==> src/rtl/core/iexu_pkg.sv <==
// ----------------------------------------------------------------------------
// iexu_pkg
// Shared opcodes, sizes and controller/datapath command and status types for
// the integer execute unit.
// ----------------------------------------------------------------------------
package iexu_pkg;

  localparam int REG_COUNT = 64;
  localparam int REG_AW    = 6;
  localparam int XLEN      = 64;
  localparam int HALF      = XLEN / 2;

  localparam logic [5:0] OP_ASSIGN  = 6'd0;
  localparam logic [5:0] OP_NOT     = 6'd1;
  localparam logic [5:0] OP_INV     = 6'd2;
  localparam logic [5:0] OP_SHL     = 6'd3;
  localparam logic [5:0] OP_SHR     = 6'd4;
  localparam logic [5:0] OP_LAND    = 6'd5;
  localparam logic [5:0] OP_BAND    = 6'd6;
  localparam logic [5:0] OP_LOR     = 6'd7;
  localparam logic [5:0] OP_BOR     = 6'd8;
  localparam logic [5:0] OP_XOR     = 6'd9;
  localparam logic [5:0] OP_ADD     = 6'd10;
  localparam logic [5:0] OP_SUB     = 6'd11;
  localparam logic [5:0] OP_MUL     = 6'd12;
  localparam logic [5:0] OP_SDIV    = 6'd13;
  localparam logic [5:0] OP_UDIV    = 6'd14;
  localparam logic [5:0] OP_SMOD    = 6'd15;
  localparam logic [5:0] OP_UMOD    = 6'd16;
  localparam logic [5:0] OP_NEG     = 6'd17;
  localparam logic [5:0] OP_INC     = 6'd18;
  localparam logic [5:0] OP_DEC     = 6'd19;
  localparam logic [5:0] OP_SLT     = 6'd20;
  localparam logic [5:0] OP_ULT     = 6'd21;
  localparam logic [5:0] OP_SLE     = 6'd22;
  localparam logic [5:0] OP_ULE     = 6'd23;
  localparam logic [5:0] OP_SGT     = 6'd24;
  localparam logic [5:0] OP_UGT     = 6'd25;
  localparam logic [5:0] OP_SGE     = 6'd26;
  localparam logic [5:0] OP_UGE     = 6'd27;
  localparam logic [5:0] OP_EQ      = 6'd28;
  localparam logic [5:0] OP_NE      = 6'd29;
  localparam logic [5:0] OP_BRANCH  = 6'd30;
  localparam logic [5:0] OP_JUMP    = 6'd31;
  localparam logic [5:0] OP_CONVERT = 6'd32;

  // Partial product select for the shared 32x32 multiplier
  localparam logic [1:0] MSEL_LL = 2'd0;
  localparam logic [1:0] MSEL_LH = 2'd1;
  localparam logic [1:0] MSEL_HL = 2'd2;

  typedef struct packed {
    logic       capture;
    logic       rd_cur;
    logic [1:0] mul_sel;
    logic       acc_load;
    logic       acc_add;
    logic       div_start;
    logic       finish;
  } cmd_t;

  typedef struct packed {
    logic is_mul;
    logic is_div;
    logic div_done;
  } status_t;

endpackage

==> src/rtl/core/iexu_ctrl.sv <==
// ----------------------------------------------------------------------------
// iexu_ctrl
// Controller: sequences register reads, multiply steps, divide wait and the
// result hand-off.
// ----------------------------------------------------------------------------
module iexu_ctrl (
  input  logic               clk,
  input  logic               rst_n,
  input  logic               in_valid,
  output logic               in_stall,
  output logic               out_valid,
  input  logic               out_stall,
  input  iexu_pkg::status_t  status,
  output iexu_pkg::cmd_t     cmd
);
  import iexu_pkg::*;

  localparam logic [2:0] S_IDLE = 3'd0;
  localparam logic [2:0] S_RDC  = 3'd1;
  localparam logic [2:0] S_MUL0 = 3'd2;
  localparam logic [2:0] S_MUL1 = 3'd3;
  localparam logic [2:0] S_MUL2 = 3'd4;
  localparam logic [2:0] S_MUL3 = 3'd5;
  localparam logic [2:0] S_DIVW = 3'd6;
  localparam logic [2:0] S_FIN  = 3'd7;

  logic [2:0] state_r, state_nxt;
  logic       ovld_r, ovld_nxt;
  logic       free;

  assign in_stall  = (state_r != S_IDLE);
  assign out_valid = ovld_r;
  assign free      = !ovld_r || !out_stall;

  // Next state and commands
  always_comb begin
    state_nxt = state_r;
    ovld_nxt  = ovld_r && out_stall;
    cmd       = '0;
    unique case (state_r)
      S_IDLE: begin
        cmd.capture = in_valid;
        if (in_valid) state_nxt = S_RDC;
      end
      S_RDC: begin
        cmd.rd_cur = 1'b1;
        if (status.is_mul) begin
          state_nxt = S_MUL0;
        end else if (status.is_div) begin
          cmd.div_start = 1'b1;
          state_nxt     = S_DIVW;
        end else begin
          state_nxt = S_FIN;
        end
      end
      S_MUL0: begin
        cmd.mul_sel = MSEL_LL;
        state_nxt   = S_MUL1;
      end
      S_MUL1: begin
        cmd.mul_sel  = MSEL_LH;
        cmd.acc_load = 1'b1;
        state_nxt    = S_MUL2;
      end
      S_MUL2: begin
        cmd.mul_sel = MSEL_HL;
        cmd.acc_add = 1'b1;
        state_nxt   = S_MUL3;
      end
      S_MUL3: begin
        cmd.acc_add = 1'b1;
        state_nxt   = S_FIN;
      end
      S_DIVW: begin
        if (status.div_done) state_nxt = S_FIN;
      end
      S_FIN: begin
        if (free) begin
          cmd.finish = 1'b1;
          ovld_nxt   = 1'b1;
          state_nxt  = S_IDLE;
        end
      end
      default: state_nxt = S_IDLE;
    endcase
  end

  always_ff @(posedge clk) begin
    if (!rst_n) begin
      state_r <= S_IDLE;
      ovld_r  <= 1'b0;
    end else begin
      state_r <= state_nxt;
      ovld_r  <= ovld_nxt;
    end
  end

`ifndef SYNTH
  a_accept_reads : assert property (@(posedge clk) disable iff (!rst_n)
    (in_valid && !in_stall) |=> (state_r == S_RDC))
    else $error("accepted request did not start register read");

  a_result_from_fin : assert property (@(posedge clk) disable iff (!rst_n)
    $rose(out_valid) |-> ($past(state_r) == S_FIN))
    else $error("result shown without finish step");

  a_fin_hands_off : assert property (@(posedge clk) disable iff (!rst_n)
    (state_r == S_FIN && free) |=> (state_r == S_IDLE && out_valid))
    else $error("finish step did not load the result");
`endif

endmodule

==> config.mk <==
export PLATFORM = sky130hd
export DESIGN_NAME = iexu_ctrl
export DESIGN_NICKNAME = d
export VERILOG_FILES = /design/src/rtl/core/iexu_pkg.sv /design/src/rtl/core/iexu_ctrl.sv
export SDC_FILE = /design/constraint.sdc
export NUM_CORES = 1
export LEC_CHECK = 0
export BUFFER_PORTS_ARGS = -buffer_cell sky130_fd_sc_hd__buf_2
export CAP_MARGIN = 20
export CORE_AREA = 5 5 42 44
export DETAILED_ROUTE_END_ITERATION = 12
export DIE_AREA = 0 0 47 49
export GPL_ROUTABILITY_DRIVEN = 0
export GPL_TIMING_DRIVEN = 0
export PLACE_DENSITY = 0.45
export SLEW_MARGIN = 20
export SYNTH_ARGS = -nofsm -noshare
export SYNTH_HDL_FRONTEND = slang
export SYNTH_SLANG_ARGS = --single-unit
==> constraint.sdc <==
create_clock -name clk -period 1.5 [get_ports clk]
set_input_delay 0.075 -clock clk [delete_from_list [all_inputs] [get_ports clk]]
set_output_delay 0.075 -clock clk [all_outputs]
set_load 0.05 [all_outputs]
* Word-level counts from Yosys, hierarchy flattened
Index checks and enable logic that the tools add are counted.
Operators by class: equal/unequal tests 10, muxes and demuxes 18, reduce and logical (&&, ||, !) cells 8
Operators by type and width (number):
- 3-bit case mux with 8 select lines | 1
- 3-bit equality test (second input constant) | 4
- 1-bit 2-to-1 mux | 12
- 3-bit 2-to-1 mux | 4
- 3-bit by 2-bit equality test with 1-bit output (second input constant) | 2
- 2-bit != test (second input constant) | 3
- 2-bit case mux with 2 select lines | 1
- 3-bit by 1-bit equality test with 1-bit output (second input constant) | 1
- 3-bit zero test | 1
- 3-bit AND reduction | 1
- 3-bit nonzero test | 1
- 1-bit zero test | 2
- 2-bit OR reduction | 1
- 1-bit logical AND | 1
- 1-bit logical OR | 1
Word-level totals: register bits after elaboration 4, input bits 7, logic and storage cells 38

* Depth between registers and ports, before layout
depth in word-level cells 4, mapped depth 5, gate-level depth less buffers 4

* Worst setup path before layout
No wires, ideal clock.
kind register to output, start point register state_r[1], end point output port cmd[1] (netlist bit), arrival time 2.276 ns, data required time 1.425 ns, setup slack -0.851 ns, stages on the path, launching flop included 4, path buffers 1, cell sequence dfxtp_1 buf_4 nor3b_1 and3b_1
RTL lines:
- from (decl) | RTL line iexu_ctrl.sv:27 | logic [2:0] state_r, state_nxt;
- from (signal assigned) | RTL line iexu_ctrl.sv:93 | state_r <= state_nxt;
- to (decl) | RTL line iexu_ctrl.sv:14 | output iexu_pkg::cmd_t cmd

==> impl_metrics.toml <==
[cts]
post_cts_buffers = 0
postCtsResizedCells = 0
clk_latency_ns = 0.23
cts_htree_levels = 1
clk_pin_slew_ns = 0.04
cts_tree = "done"
numCtsBuffers = 3
clock_path_buffers = 2
cts_hold_buf = 0
cts.sinks = 4
cts_root_buf = "clkbuf_4"

[yosys]
async_flop_share = 0
ys_ff_latch = 4
ys_top_cells_by_area = "dfxtp_1 (29%), buf_4 (8.1%), nor2_1 (6.7%), a21oi_1 (5.4%), nor3b_1 (5.4%)"
avgSynthCellArea_um2 = 7.75
synth_most_common_cell = "nor2_1"
syn_inst = 36
syn_nets = 43
ys_warn_count = 0
synth_area_um2 = 279
synth_largest_area_cell = "dfxtp_1"
synth_cell_types = 20
synth_edf_count = 0
yosys_most_used_dff = "dfxtp_1"
synthTopCellsByCount = "nor2_1 (5), dfxtp_1 (4), a21oi_1 (3), buf_4 (3), inv_1 (3)"
yosysSeqAreaShare = 0.287
synth.top_cell.area_share = 0.287

[sta]
hold_viol_final = 0
hold-worst-slack_ns = 0.108
fin_skew_ns = 0.000119
final.setup.worst_slack_ns = 0.0569
maxSlewHeadroom = 0.834
min_period_ns = 1.44
report.final.slew_viol_count = 0
fmax_ghz = 0.693
tightest_slew_ns = 0.251
period_share = 0.962
rsz0062_at_grt = "no"
fin_tns_setup_ns = 0
setup_viol = 0

[route]
wl_per_cell_um = 9.87
drt_iter0_drc = 7
dr.pass1.iters = 5
routed_wl_um = 701
ant_nets = 0
route.detailed.drc = 0
via_count = 313
via_per_inst = 4.41

[grt]
grt_usage = 0.0738
first_global_vias = 297
grt_start_max_net_pins = 11
antenna_found_initial = 0
overflow = 0
grt_pass1_wl_um = 1180

[worst_setup_path]
critPathTopFamily = "simple AND/OR/NAND/NOR gates"
path_max_fanout = 10
slowest_stage = "or3_4"
path_cells = "buf_6, or3_4, nor2_2, buf_2"
worstPathArrival_ns = 1.37
cp.buffers_inverters = 2
start_kind = "flip-flop"
worstSetupPathType = "reg -> out"
critPathRequiredTime_ns = 1.42
crit_path_end_kind = "primary output"
max_stage_delay_ns = 0.38

[die]
die_h_um = 49
dieWidth_um = 47
placementRows = 14
initial_core_util = 0.199
core_um2 = 1400
die_area_um2 = 2300
ios = 17

[placement]
place_ws_ns = 0.290
dp_hpwl_um = 540
place_inst = 68
portBuffers = 16

[finish]
area_growth_pct = 48.9
final_layout_size_suffix_gt1_frac = 0.527
nets = 64
diodes = 0
stdcell_count = 71

[pwr]
ir_drop_v = 0.000394
seqPwrFrac = 0.225
total_power_mw = 0.584
p_int_mw = 0.313
power_density_nw_per_um2 = 1410
clkPwrFrac = 0.229
sw_frac_of_total = 0.463
p_sw_mw = 0.270
p_leak_nw = 0.213
combinationalPowerShare = 0.546

[flow_run]
drv_cap = 0

[outcome]
status = "completed"

[worst_hold_path]
hold_class = "in -> reg"
-- final timing paths --
path / slack [ns] / start / cells after the start / to
min reg2reg: 0.50 / out_valid / 2 / out_valid
max reg2reg: 0.34 / state_r[0] / 3 / state_r[2]
max: 0.06 / state_r[0] / 4 / cmd[7]
min: 0.11 / rst_n / 2 / state_r[2]
-- through the flow --
| stage | instance area [um^2] | util |
|---|---|---|
| floorplan | 293 | - |
| global placement | 393 | 0.280 |
| CTS | 415 | 0.296 |
| finish | 415 | 0.296 |
| global route | 415 | 0.296 |
| detailed placement | 393 | 0.280 |
-- state kept, by name, summed over array words and instances, names as in the netlist --
| signal | cells |
|---|---|
| state_r | 3 |
| out_valid | 1 |
-- area by class of cell --
class                           instances  area [um^2]
Fill cell                             161          986
Multi-Input combinational cell         25          168
Sequential cell                         4         80.1
Timing Repair Buffer                   16         80.1
Buffer                                  4         33.8
Clock buffer                            3         22.5
Tap cell                               16         20.0
Inverter                                3         11.3
-- cell families after synthesis --
group	count (synthesis)	share of synthesized area
AO/OA/AOI/OAI	9	0.215
buffers and inverters	7	0.161
flip-flops	4	0.287
AND/OR/NAND/NOR	16	0.336
-- routing by layer --
layer  global-route usage  share of wire
met1               0.0810           0.44
met2               0.0950           0.45
met3               0.0517           0.10
met4               0.0553              0
met5                    0              0
-- cells in the final DEF (no fill, tap or decap) --
master,netlist,layout
buf_4,3,3
nor2_2,0,2
o21ai_0,1,1
and3b_1,1,1
o21bai_1,1,1
buf_2,0,16
nor2_1,5,3
nor3b_1,2,1
nor2b_1,1,1
nand3_2,1,1
or3_4,1,1
inv_1,3,3
a21oi_2,0,1
clkbuf_4,0,3
buf_6,1,1
nor3_1,1,1
nor3b_2,0,1
dfxtp_1,4,4
nand2b_1,1,1
nand2_1,2,2
a311oi_1,1,1
a21oi_1,3,2
nand3_1,1,1
o221a_1,1,1
a31oi_1,2,2
-- power groups by stage --
stage	Combinational (mW)	Sequential (mW)	Clock (mW)
after global placement	0.323	0.133	0
after detailed placement	0.322	0.133	0
after global routing	0.338	0.133	0.149
after CTS	0.323	0.131	0.141
final	0.319	0.131	0.134
after floorplan	0.260	0.133	0
Note: power is estimated with default switching activity, not from simulation.
